$ cat src/rtl/core/pcs_pkg.sv
package pcs_pkg;

  // field widths
  localparam int SLOT_W   = 8;
  localparam int PRIOR_W  = 16;
  localparam int VISITS_W = 20;
  localparam int MEAN_W   = 16;
  localparam int WEIGHT_W = 16;
  localparam int SCORE_W  = 32;

  // block constants
  localparam int VISIT_BITS   = 20;
  localparam int MAX_CHILDREN = 256;

  // fixed point alignment
  localparam int RAD_FRAC   = 16;  // parent visits scaled by 2^16 before the root
  localparam int FRAC_SHIFT = 20;  // product scaled down by 2^20 before the divide

  // derived datapath widths
  localparam int VIS_W   = (VISIT_BITS < VISITS_W) ? VISIT_BITS : VISITS_W;
  localparam int RAD_W   = VIS_W + RAD_FRAC;
  localparam int ROOT_W  = (RAD_W + 1) / 2;
  localparam int RADP_W  = 2 * ROOT_W;
  localparam int REM_W   = ROOT_W + 2;
  localparam int W_W     = WEIGHT_W + PRIOR_W;
  localparam int NUM_W   = W_W + ROOT_W;
  localparam int Q_W     = NUM_W - FRAC_SHIFT;
  localparam int DEN_W   = VIS_W + 1;
  localparam int SC_W    = ((Q_W > SCORE_W) ? Q_W : SCORE_W) + 2;
  localparam int STEPS   = (Q_W > ROOT_W) ? Q_W : ROOT_W;
  localparam int STEP_W  = $clog2(STEPS);

  // stream packing
  localparam int IN_TDATA_W  = SLOT_W + PRIOR_W + 2 * VISITS_W + MEAN_W;
  localparam int OUT_TDATA_W = SLOT_W + SCORE_W;

  // configuration
  localparam int                  ADDR_W             = 3;
  localparam int                  APB_DATA_W         = 32;
  localparam logic                REG_EXPLORE_WEIGHT = 1'b0;
  localparam logic [WEIGHT_W-1:0] EXPLORE_RESET      = WEIGHT_W'(4096);

  typedef struct packed {
    logic load;       // capture an accepted child
    logic root_step;  // one digit of the square root
    logic mul;        // weight*prior times root, seeds divider
    logic div_step;   // one quotient bit
    logic pick;       // score, compare, and on a final child emit
  } pcs_cmd_t;

  typedef struct packed {
    logic final_item;
  } pcs_sts_t;

endpackage

$ cat src/rtl/core/puct_child_selector.sv
// PUCT child selector.
// The children of one tree node arrive on the slave stream, one transfer per
// child; tlast marks the final child of a selection. Each child is scored as
// -2*mean + c_puct*prior*sqrt(parent_visits)/(1+visits) in fixed point and the
// running maximum is kept (first child always taken, ties go to the earlier
// child, slots at or above MAX_CHILDREN do not compete). After the final
// child one transfer on the master stream carries the winning slot and its
// saturated Q15.16 score; other children produce nothing.
// c_puct (Q4.12) lives in the APB register at byte address 0; write it only
// while the block is idle.
// Sequence: one child is worked on at a time. Each child passes from its
// acceptance through an accept state, 18 square root digits, a multiply,
// 30 quotient bits of the restoring divider and a pick step before the next
// child can be accepted. The result is registered in the output register at
// the pick step of the final child.
// Reset clears the running best, the output valid flag and sets c_puct to
// 1.0. If the receiver stalls, the result waits in the output register while
// further children are still taken; a later final child then holds in its
// pick cycle until the waiting result has been transferred.
module puct_child_selector (
  input  logic                                  clk_i,
  input  logic                                  rst_ni,
  // APB configuration
  input  logic                                  psel,
  input  logic                                  penable,
  input  logic                                  pwrite,
  input  logic [pcs_pkg::ADDR_W-1:0]            paddr,
  input  logic [pcs_pkg::APB_DATA_W-1:0]        pwdata,
  output logic [pcs_pkg::APB_DATA_W-1:0]        prdata,
  output logic                                  pready,
  // child stream
  input  logic                                  s_axis_tvalid,
  output logic                                  s_axis_tready,
  // child_slot, prior_prob, child_visits, mean_value, parent_visits
  input  logic [pcs_pkg::IN_TDATA_W-1:0]        s_axis_tdata,
  input  logic                                  s_axis_tlast,   // final_child
  // result stream
  output logic                                  m_axis_tvalid,
  input  logic                                  m_axis_tready,
  // winner_slot, winner_score
  output logic [pcs_pkg::OUT_TDATA_W-1:0]       m_axis_tdata
);
  import pcs_pkg::*;

  localparam int PRIOR_LO  = SLOT_W;
  localparam int VISITS_LO = PRIOR_LO + PRIOR_W;
  localparam int MEAN_LO   = VISITS_LO + VISITS_W;
  localparam int PARENT_LO = MEAN_LO + MEAN_W;

  logic [WEIGHT_W-1:0]        explore_weight_q;
  logic                       reg_sel;
  pcs_cmd_t                   cmd;
  pcs_sts_t                   sts;
  logic [SLOT_W-1:0]          winner_slot;
  logic signed [SCORE_W-1:0]  winner_score;

  // register index from the word address
  assign reg_sel = paddr[2];
  assign pready  = 1'b1;
  assign prdata  = (reg_sel == REG_EXPLORE_WEIGHT) ? APB_DATA_W'(explore_weight_q) : '0;

  always_ff @(posedge clk_i or negedge rst_ni) begin
    if (!rst_ni) begin
      explore_weight_q <= EXPLORE_RESET;
    end else if (psel && penable && pwrite && pready
                 && (reg_sel == REG_EXPLORE_WEIGHT)) begin
      explore_weight_q <= pwdata[WEIGHT_W-1:0];
    end
  end

  pcs_ctrl u_ctrl (
    .clk_i     (clk_i),
    .rst_ni    (rst_ni),
    .s_valid_i (s_axis_tvalid),
    .s_ready_o (s_axis_tready),
    .m_valid_o (m_axis_tvalid),
    .m_ready_i (m_axis_tready),
    .sts_i     (sts),
    .cmd_o     (cmd)
  );

  pcs_datapath u_datapath (
    .clk_i            (clk_i),
    .rst_ni           (rst_ni),
    .cmd_i            (cmd),
    .sts_o            (sts),
    .explore_weight_i (explore_weight_q),
    .child_slot_i     (s_axis_tdata[SLOT_W-1:0]),
    .prior_prob_i     (s_axis_tdata[PRIOR_LO +: PRIOR_W]),
    .child_visits_i   (s_axis_tdata[VISITS_LO +: VISITS_W]),
    .mean_value_i     ($signed(s_axis_tdata[MEAN_LO +: MEAN_W])),
    .parent_visits_i  (s_axis_tdata[PARENT_LO +: VISITS_W]),
    .final_child_i    (s_axis_tlast),
    .winner_slot_o    (winner_slot),
    .winner_score_o   (winner_score)
  );

  assign m_axis_tdata = {winner_score, winner_slot};

endmodule

$ cat src/rtl/core/pcs_ctrl.sv
module pcs_ctrl (
  input  logic             clk_i,
  input  logic             rst_ni,
  input  logic             s_valid_i,
  output logic             s_ready_o,
  output logic             m_valid_o,
  input  logic             m_ready_i,
  input  pcs_pkg::pcs_sts_t sts_i,
  output pcs_pkg::pcs_cmd_t cmd_o
);
  import pcs_pkg::*;

  typedef enum logic [2:0] {
    ST_IDLE,
    ST_ROOT,
    ST_MUL,
    ST_DIV,
    ST_PICK
  } state_e;

  state_e            state_q;
  logic [STEP_W-1:0] cnt_q;
  logic              out_valid_q;
  logic              out_blocked;

  // a final child must wait until the output register is free
  assign out_blocked = sts_i.final_item && out_valid_q && !m_ready_i;

  assign s_ready_o = (state_q == ST_IDLE);
  assign m_valid_o = out_valid_q;

  always_comb begin
    cmd_o           = '0;
    cmd_o.load      = (state_q == ST_IDLE) && s_valid_i;
    cmd_o.root_step = (state_q == ST_ROOT);
    cmd_o.mul       = (state_q == ST_MUL);
    cmd_o.div_step  = (state_q == ST_DIV);
    cmd_o.pick      = (state_q == ST_PICK) && !out_blocked;
  end

  always_ff @(posedge clk_i or negedge rst_ni) begin
    if (!rst_ni) begin
      state_q     <= ST_IDLE;
      cnt_q       <= '0;
      out_valid_q <= 1'b0;
    end else begin
      if (cmd_o.pick && sts_i.final_item) begin
        out_valid_q <= 1'b1;
      end else if (m_ready_i) begin
        out_valid_q <= 1'b0;
      end
      case (state_q)
        ST_IDLE: begin
          cnt_q <= '0;
          if (s_valid_i) begin
            state_q <= ST_ROOT;
          end
        end
        ST_ROOT: begin
          if (cnt_q == STEP_W'(ROOT_W - 1)) begin
            cnt_q   <= '0;
            state_q <= ST_MUL;
          end else begin
            cnt_q <= cnt_q + 1'b1;
          end
        end
        ST_MUL: begin
          cnt_q   <= '0;
          state_q <= ST_DIV;
        end
        ST_DIV: begin
          if (cnt_q == STEP_W'(Q_W - 1)) begin
            cnt_q   <= '0;
            state_q <= ST_PICK;
          end else begin
            cnt_q <= cnt_q + 1'b1;
          end
        end
        ST_PICK: begin
          if (!out_blocked) begin
            state_q <= ST_IDLE;
          end
        end
        default: begin
          state_q <= ST_IDLE;
        end
      endcase
    end
  end

  // a pending result is never overwritten or dropped unseen
  a_out_hold: assert property (@(posedge clk_i) disable iff (!rst_ni)
    out_valid_q && !m_ready_i |=> out_valid_q)
    else $error("pending result lost");

  // results only appear from a final child's pick
  a_out_source: assert property (@(posedge clk_i) disable iff (!rst_ni)
    $rose(out_valid_q) |-> $past(state_q == ST_PICK && sts_i.final_item))
    else $error("result without final pick");

  // step counter stays inside the active iteration
  a_cnt_range: assert property (@(posedge clk_i) disable iff (!rst_ni)
    (state_q == ST_ROOT) |-> (cnt_q < STEP_W'(ROOT_W)))
    else $error("root counter overrun");

  a_cnt_div: assert property (@(posedge clk_i) disable iff (!rst_ni)
    (state_q == ST_DIV) |-> (cnt_q < STEP_W'(Q_W)))
    else $error("divide counter overrun");

endmodule

$ cat src/rtl/core/pcs_datapath.sv
module pcs_datapath (
  input  logic                                clk_i,
  input  logic                                rst_ni,
  input  pcs_pkg::pcs_cmd_t                   cmd_i,
  output pcs_pkg::pcs_sts_t                   sts_o,
  input  logic [pcs_pkg::WEIGHT_W-1:0]        explore_weight_i,
  input  logic [pcs_pkg::SLOT_W-1:0]          child_slot_i,
  input  logic [pcs_pkg::PRIOR_W-1:0]         prior_prob_i,
  input  logic [pcs_pkg::VISITS_W-1:0]        child_visits_i,
  input  logic signed [pcs_pkg::MEAN_W-1:0]   mean_value_i,
  input  logic [pcs_pkg::VISITS_W-1:0]        parent_visits_i,
  input  logic                                final_child_i,
  output logic [pcs_pkg::SLOT_W-1:0]          winner_slot_o,
  output logic signed [pcs_pkg::SCORE_W-1:0]  winner_score_o
);
  import pcs_pkg::*;

  localparam logic signed [SC_W-1:0] SAT_HI =
    {{(SC_W - SCORE_W + 1){1'b0}}, {(SCORE_W - 1){1'b1}}};
  localparam logic signed [SC_W-1:0] SAT_LO =
    {{(SC_W - SCORE_W + 1){1'b1}}, {(SCORE_W - 1){1'b0}}};

  // captured child
  logic [SLOT_W-1:0]        slot_q;
  logic                     slot_ok_q;
  logic signed [MEAN_W-1:0] mean_q;
  logic                     final_q;
  logic [W_W-1:0]           w_q;
  logic [DEN_W-1:0]         den_q;

  // square root
  logic [RADP_W-1:0] rad_q;
  logic [REM_W-1:0]  rem_q;
  logic [ROOT_W-1:0] root_q;
  logic [REM_W-1:0]  rem_try;
  logic [REM_W-1:0]  root_trial;

  // divider, quotient shifts in where the dividend shifts out
  logic [Q_W-1:0]   dvd_q;
  logic [DEN_W-1:0] drem_q;
  logic [DEN_W:0]   div_try;
  logic [NUM_W-1:0] num;

  // running best
  logic                      have_q;
  logic [SLOT_W-1:0]         lead_slot_q;
  logic signed [SCORE_W-1:0] lead_score_q;
  logic [SLOT_W-1:0]         out_slot_q;
  logic signed [SCORE_W-1:0] out_score_q;

  logic signed [SC_W-1:0]    q_ext;
  logic signed [SC_W-1:0]    mean_ext;
  logic signed [SC_W-1:0]    sc_wide;
  logic signed [SCORE_W-1:0] score;
  logic                      take;
  logic [SLOT_W-1:0]         cand_slot;
  logic signed [SCORE_W-1:0] cand_score;

  assign rem_try    = {rem_q[ROOT_W-1:0], rad_q[RADP_W-1 -: 2]};
  assign root_trial = {root_q, 2'b01};
  assign num        = NUM_W'(w_q) * NUM_W'(root_q);
  assign div_try    = {drem_q, dvd_q[Q_W-1]};

  always_comb begin
    q_ext    = $signed({{(SC_W - Q_W){1'b0}}, dvd_q});
    mean_ext = {{(SC_W - MEAN_W){mean_q[MEAN_W-1]}}, mean_q};
    sc_wide  = q_ext - mean_ext - mean_ext;
    if (sc_wide > SAT_HI) begin
      score = {1'b0, {(SCORE_W - 1){1'b1}}};
    end else if (sc_wide < SAT_LO) begin
      score = {1'b1, {(SCORE_W - 1){1'b0}}};
    end else begin
      score = sc_wide[SCORE_W-1:0];
    end
    take       = slot_ok_q && (!have_q || (score > lead_score_q));
    cand_slot  = take ? slot_q : lead_slot_q;
    cand_score = take ? score : lead_score_q;
  end

  assign sts_o.final_item = final_q;
  assign winner_slot_o    = out_slot_q;
  assign winner_score_o   = out_score_q;

  always_ff @(posedge clk_i) begin
    if (cmd_i.load) begin
      slot_q    <= child_slot_i;
      slot_ok_q <= (int'(child_slot_i) < MAX_CHILDREN);
      mean_q    <= mean_value_i;
      final_q   <= final_child_i;
      w_q       <= W_W'(explore_weight_i) * W_W'(prior_prob_i);
      den_q     <= DEN_W'(child_visits_i[VIS_W-1:0]) + 1'b1;
      rad_q     <= RADP_W'({parent_visits_i[VIS_W-1:0], {RAD_FRAC{1'b0}}});
      rem_q     <= '0;
      root_q    <= '0;
    end
    if (cmd_i.root_step) begin
      rad_q <= {rad_q[RADP_W-3:0], 2'b00};
      if (rem_try >= root_trial) begin
        rem_q  <= rem_try - root_trial;
        root_q <= {root_q[ROOT_W-2:0], 1'b1};
      end else begin
        rem_q  <= rem_try;
        root_q <= {root_q[ROOT_W-2:0], 1'b0};
      end
    end
    if (cmd_i.mul) begin
      dvd_q  <= num[NUM_W-1:FRAC_SHIFT];
      drem_q <= '0;
    end
    if (cmd_i.div_step) begin
      if (div_try >= {1'b0, den_q}) begin
        drem_q <= DEN_W'(div_try - {1'b0, den_q});
        dvd_q  <= {dvd_q[Q_W-2:0], 1'b1};
      end else begin
        drem_q <= div_try[DEN_W-1:0];
        dvd_q  <= {dvd_q[Q_W-2:0], 1'b0};
      end
    end
    if (cmd_i.pick && final_q) begin
      out_slot_q  <= cand_slot;
      out_score_q <= cand_score;
    end
  end

  always_ff @(posedge clk_i or negedge rst_ni) begin
    if (!rst_ni) begin
      have_q       <= 1'b0;
      lead_slot_q  <= '0;
      lead_score_q <= '0;
    end else if (cmd_i.pick) begin
      if (final_q) begin
        have_q       <= 1'b0;
        lead_slot_q  <= '0;
        lead_score_q <= '0;
      end else begin
        have_q       <= have_q || slot_ok_q;
        lead_slot_q  <= cand_slot;
        lead_score_q <= cand_score;
      end
    end
  end

  // divider remainder stays below the divisor
  a_div_rem: assert property (@(posedge clk_i) disable iff (!rst_ni)
    $past(cmd_i.div_step) |-> (drem_q < den_q))
    else $error("divider remainder out of range");

  // root remainder never exceeds twice the partial root
  a_root_rem: assert property (@(posedge clk_i) disable iff (!rst_ni)
    $past(cmd_i.root_step) |-> ({1'b0, rem_q} <= {2'b00, root_q, 1'b0}))
    else $error("root remainder out of range");

  // running best is empty after a selection closes
  a_best_clear: assert property (@(posedge clk_i) disable iff (!rst_ni)
    cmd_i.pick && final_q |=> !have_q && (lead_score_q == '0))
    else $error("running best not cleared");

endmodule
$ cat config.mk
export PLATFORM = sky130hd
export DESIGN_NAME = puct_child_selector
export DESIGN_NICKNAME = d
export VERILOG_FILES = /design/src/rtl/core/pcs_pkg.sv /design/src/rtl/core/puct_child_selector.sv /design/src/rtl/core/pcs_ctrl.sv /design/src/rtl/core/pcs_datapath.sv
export SDC_FILE = /design/constraint.sdc
export NUM_CORES = 2
export LEC_CHECK = 0
export ABC_AREA = 1
export BUFFER_PORTS_ARGS = -buffer_cell sky130_fd_sc_hd__buf_2
export CAP_MARGIN = 40
export CORE_MARGIN = 3
export CORE_UTILIZATION = 61
export DETAILED_ROUTE_END_ITERATION = 16
export HOLD_SLACK_MARGIN = 0.05
export PLACE_DENSITY = 0.84
export SYNTH_ARGS = -nofsm -noshare
export SYNTH_HDL_FRONTEND = slang
export SYNTH_SLANG_ARGS = --single-unit
$ cat constraint.sdc
create_clock -name clk_i -period 9.4 [get_ports clk_i]
set_input_delay 1.88 -clock clk_i [delete_from_list [all_inputs] [get_ports clk_i]]
set_output_delay 1.88 -clock clk_i [all_outputs]
set_load 0.02 [all_outputs]
# Word-level counts from Yosys, hierarchy flattened
# Index checks and enable logic that the tools add are counted.
[totals]
ff_bits = 291
inputBits = 123
output_inout_bits = 75
[classes]
n_mul = 2
muxes = 32
reduce_logical = 19
add_sub_neg = 6
n_eq_ne = 10
bitwise = 1
n_lt_le_gt_ge = 5
[ops]
columns = ["operator", "count"]
rows = [
  ["two-way mux 32 bit", 4],
  ["two-way mux 18 bit", 5],
  ["two-way mux 36 bit", 2],
  ["two-way mux 21 bit", 3],
  ["two-way mux 30 bit", 2],
  ["multiplier 32 x 18 -> 50 bit", 1],
  ["greater-than comparator 34 x 32 -> 1 bit, second input constant", 1],
  ["less-than comparator 34 x 32 -> 1 bit, second input constant", 1],
  ["subtractor 32 x 16 -> 33 bit", 1],
  ["greater-than comparator 32 bit", 1],
  ["multiplier 16 x 16 -> 32 bit", 1],
  ["subtractor 31 x 16 -> 32 bit", 1],
  ["greater-or-equal comparator 22 x 21 -> 1 bit", 1],
  ["adder 20 x 1 -> 21 bit, second input constant", 1],
  ["subtractor 21 bit", 1],
  ["greater-or-equal comparator 20 bit", 1],
  ["subtractor 18 bit", 1],
  ["two-way mux 16 bit", 1],
  ["two-way mux 8 bit", 2],
  ["case mux 3 bit (5 select lines)", 1],
  ["case mux 5 bit (3 select lines)", 1],
  ["two-way mux 3 bit", 4],
  ["== test 5 bit, second input constant", 2],
  ["two-way mux 5 bit", 2],
  ["16 further kinds", 34],
]

# Longest topological paths before layout
[logic_depth]
depth_word = 9
depth_mapped = 40
mapped_depth_nobuf = 37

# By module
# Synthesis repeated with hierarchy kept, for this count alone.
[unflattened]
cells_unflattened = 5862
area_unflattened_um2 = 45554.9
[by_module_without_submodules]
columns = ["mod", "area_per_inst_um2", "instances", "cells_per_inst"]
rows = [
  ["pcs_datapath", 44032.2, 1, 5653],
  ["puct_child_selector", 939.7, 1, 125],
  ["pcs_ctrl", 583.1, 1, 84],
]

# Worst setup path before layout
# No wires, ideal clock.
[synth_path]
path_type = "input port to flip-flop"
from = "input s_axis_tvalid"
to = "register u_datapath.rad_q[16] (enable)"
stages = 3
arrival_time_ps = 8565
slack_ps = 446
path_buffers = 0
setup_time_ps = 389
cell_sequence = "inv_1 > nor3_1 > or2_2"
[synth_rtl]
columns = ["element", "line_no", "rtl"]
rows = [
  ["start: declaration", "puct_child_selector.sv:32", "input logic s_axis_tvalid,"],
  ["end signal: assignment", "pcs_datapath.sv:92", "rad_q <= RADP_W'({parent_visits_i[VIS_W-1:0], {RAD_FRAC{1'b0}}});"],
  ["end signal: assignment", "pcs_datapath.sv:97", "rad_q <= {rad_q[RADP_W-3:0], 2'b00};"],
  ["end: declaration", "pcs_datapath.sv:32", "logic [RADP_W-1:0] rad_q;"],
]

# Worst setup path after layout
[layout_path]
from = "input s_axis_tdata[9] in the netlist's numbering"
to = "register u_datapath.w_q[29], data pin"
[layout_via]
elab_chain_len = 1
[layout_rtl]
columns = ["element", "line_no", "rtl"]
rows = [
  ["start: declaration", "puct_child_selector.sv:35", "input logic [pcs_pkg::IN_TDATA_W-1:0] s_axis_tdata,"],
  ["multiplier 16 x 16 -> 32 bit", "pcs_datapath.sv:90", "w_q <= W_W'(explore_weight_i) * W_W'(prior_prob_i);"],
  ["end signal: assignment", "pcs_datapath.sv:90", ""],
  ["end: declaration", "pcs_datapath.sv:28", "logic [W_W-1:0] w_q;"],
]
# Every way passes these cells.
# A chain may end at the register's enable or synchronous reset.

==> impl_metrics.yaml <==
route:
  drtIter0Drc: 2774
  vias_per_cell: 5.518
  drc_errors: 0
  drt_pass1_iterations: 6
  wire_per_inst_um: 17.15
  vias: 37110
  ant_nets: 0
  drt_wl_total_mm: 115.3
timing:
  setup_tns_ns: 0
  fin_crit_sh_pct: 73.41
  rsz0062_at_grt: "false"
  finalMaxSlewViolations: 0
  setup_violations: 0
  fin_crit_ns: 6.901
  worst_slew_pin_slew_ns: 1.014
  slew_headroom_pct: 32.37
  skew_ns: 0.04159
  max_freq_ghz: 0.1449
  hold_viol_final: 0
global_routing:
  grt_first_pass_wirelength_mm: 191.7
  grt_pass1_vias: 38880
  grt-ovfl-total: 0
  grt_max_degree: 59
  grt.total_usage_pct: 30.48
  antenna_found_initial: 0
clocking:
  path_clk_slew_ns: 0.06
  ctsHoldBuffers: 0
  htree_levels: 2
  clockRootBuffer: "clkbuf_16"
  clk_latency_ns: 0.56
  cts_tree: "built"
  post_cts.repair.setup_buffers: 0
  numCtsBuffers: 34
  cts_resized: 0
  cts.sinks: 291
  cts_buffer_depth: 3
setup_path:
  cp_data_arrival_time_ns: 7.20
  endpoint_kind: "flop"
  reg2reg_depth: 18
  critPathRequiredTime_ns: 9.70
  critPathLaunchType: "input port"
  reg2reg_setup_slack_ns: 2.58
  r2r-start: "u_datapath.w_q[10]"
  critPathMaxFanout: 16
  reg2reg_to: "u_datapath.dvd_q[24]"
  path_class: "input port to flop"
min_path:
  min_path_cells: 2
  hold_path_class: "flop to flop"
  whs_endpoint: "u_datapath.lead_slot_q[0]"
  min_from: "u_datapath.lead_slot_q[0]"
layout:
  antenna_cells: 0
  layout-drive-gt1-share_pct: 5.991
  fill_cells: 5736
  syn2layout_area_growth_pct: 6.260
  nNetsFinal: 6878
floorplan:
  pin_count: 198
  die_h_um: 277.2
  die_x_um: 277.2
  core_sq_um: 72220
  placementRows: 98
  die_area_sq_um: 76850
  floorplan.initialDensity_pct: 62.13
synthesis:
  yosys-mux-area-fraction_pct: 0
  synthAdderAreaFrac_pct: 39.31
  synthFlopType: "edfxtp_1"
  synth_edf_count: 225
  synth-seq-cells: 291
  ys_warn_count: 0
  synth_top_family_by_area: "adder cells"
  synthDistinctLibCells: 54
  synth-compound-area-share_pct: 5.510
  synth-xor-area-share_pct: 1.932
  synthCells: 5757
  syn_area_sq_um: 44870
  yosys.area_share.simple_pct: 20.56
  synthArstFlopShare_pct: 22.68
  yosysSeqAreaShare_pct: 18.74
  syn_area_per_cell_sq_um: 7.795
status:
  status: "finished, final reports clean"
placed_design:
  port_buffers: 162
  gp_congestion: 0.9770
  dpl.hpwl_mm: 90.63
run:
  maxCapViolations: 0
## layer usage
metal	part of all wire, %	routed length (um)	track usage [%]	vias up
met1	38	43710	37.88	17870
met5	0	0	0	-
met3	8.8	10190	5.851	384
li1	-	-	-	17110
met2	49	57030	52.94	1744
met4	3.8	4407	11.19	0
## state kept, by name, indices dropped and copies added (netlist names), 18 cells and up
| register | flops |
|---|---|
| u_datapath.winner_score_o | 32 |
| u_datapath.rem_q | 18 |
| u_datapath.rad_q | 20 |
| u_datapath.root_q | 18 |
| u_datapath.drem_q | 21 |
| u_datapath.den_q | 21 |
| u_datapath.dvd_q | 30 |
| u_datapath.w_q | 32 |
| u_datapath.lead_score_q | 32 |
## layout by cell type (no fill, tap or decap), types with 9 or more instances in the layout
cell type / count
nand2_1: 1635
inv_1: 1345
fa_1: 673
ha_1: 333
nor2_1: 255
edfxtp_1: 225
a21oi_1: 216
nand3_1: 204
buf_2: 162
o21ai_0: 131
xor2_1: 65
dfrtp_1: 65
and2_1: 42
nor3_1: 37
clkbuf_16: 35
xnor2_1: 34
buf_4: 34
nand2_2: 28
nand4_1: 26
a21o_1: 21
a31oi_1: 21
inv_2: 19
conb_1: 17
o21bai_1: 16
or2_2: 13
buf_16: 9
## synth_stat cells, drive strengths merged (2+ instances only)
library cell	count	area [sq um]
clkbuf	226	849.6
nand4	26	162.7
o21bai	16	120.1
o21a	8	60.06
ha	333	4167
buf	46	277.8
nand2	1663	6312
a211oi	2	15.01
o22ai	3	18.77
nor2	260	985.9
a21o	21	157.7
xnor2	34	297.8
xor2	65	569.3
or2	13	81.33
o211ai	4	30.03
edfxtp	225	6756
a21boi	8	60.06
a21oi	216	1081
nor4	8	56.30
and3	5	31.28
dfrtp	65	1627
conb	2	7.510
nand3	208	1061
o31ai	3	22.52
o2111ai	3	26.28
fa	673	13470
inv	1364	5120
nand3b	7	52.55
o21ai	136	680.7
nor3	41	221.5
o221ai	3	26.28
a31oi	21	131.4
and2	42	262.8
## how the worst max path moves through the flow
stage	from	end
2_1_floorplan	s_axis_tvalid	u_datapath.rad_q[16]
3_3_place_gp	s_axis_tdata[9]	u_datapath.w_q[29]
3_5_place_dp	s_axis_tdata[9]	u_datapath.w_q[29]
4_1_cts	s_axis_tdata[9]	u_datapath.w_q[29]
5_1_grt	s_axis_tdata[10]	u_datapath.w_q[29]
6_report	s_axis_tdata[9]	u_datapath.w_q[29]
## metrics by stage
step                area, sq um  setup WS (ns)  util (%)  instances  hold WS, ns
floorplan                 44930         0.4459         -       5772       0.4491
CTS                       47660          2.521     65.99       6724       0.4834
global placement          46100          1.957     63.83       6646       0.4613
finish                    47680          2.499     66.02       6725       0.4836
global route              47680          2.158     66.02       6725       0.5009
detailed placement        46450          1.925     64.32       6662       0.4662
## critical path, cell delays in order
cell     delay [ns]
buf_2          0.35
nand2_1        0.14
fa_1           0.56
inv_1          0.05
fa_1           0.53
inv_1          0.05
fa_1           0.48
fa_1           0.54
inv_1          0.05
fa_1           0.47
inv_1          0.05
fa_1           0.47
inv_1          0.04
ha_1           0.34
nand2_1        0.16
inv_1          0.05
a21oi_1        0.19
o21ai_0        0.16
nand2_1        0.09
nand3_1        0.12
nand2_1        0.09
nand2_1        0.07
nand2_1        0.06
nand2_1        0.05
xor2_1         0.14
## area by class of cell
type	count	area [sq um]	area share (%)
Multi-Input combinational cell	3844	30310	63.57
Sequential cell	291	8409	17.64
Inverter	1365	5124	10.75
Timing Repair Buffer	213	1445	3.031
Tap cell	950	1189	2.493
Clock buffer	42	930.9	1.952
Clock inverter	20	274.0	0.5747
## kinds of logic (layout without fill, tap and decap cells)
group           after synthesis  count (layout)
other cells                   2              17
compound gates              449             449
buf+inv                    1637            1640
simple gates               2273            2273
xor+xnor                     99              99
flops                       291             291
fa+ha+maj                  1006            1006
Power is not shown: default switching activity piles up to over one toggle a cycle in this logic, so the estimate is an artifact.
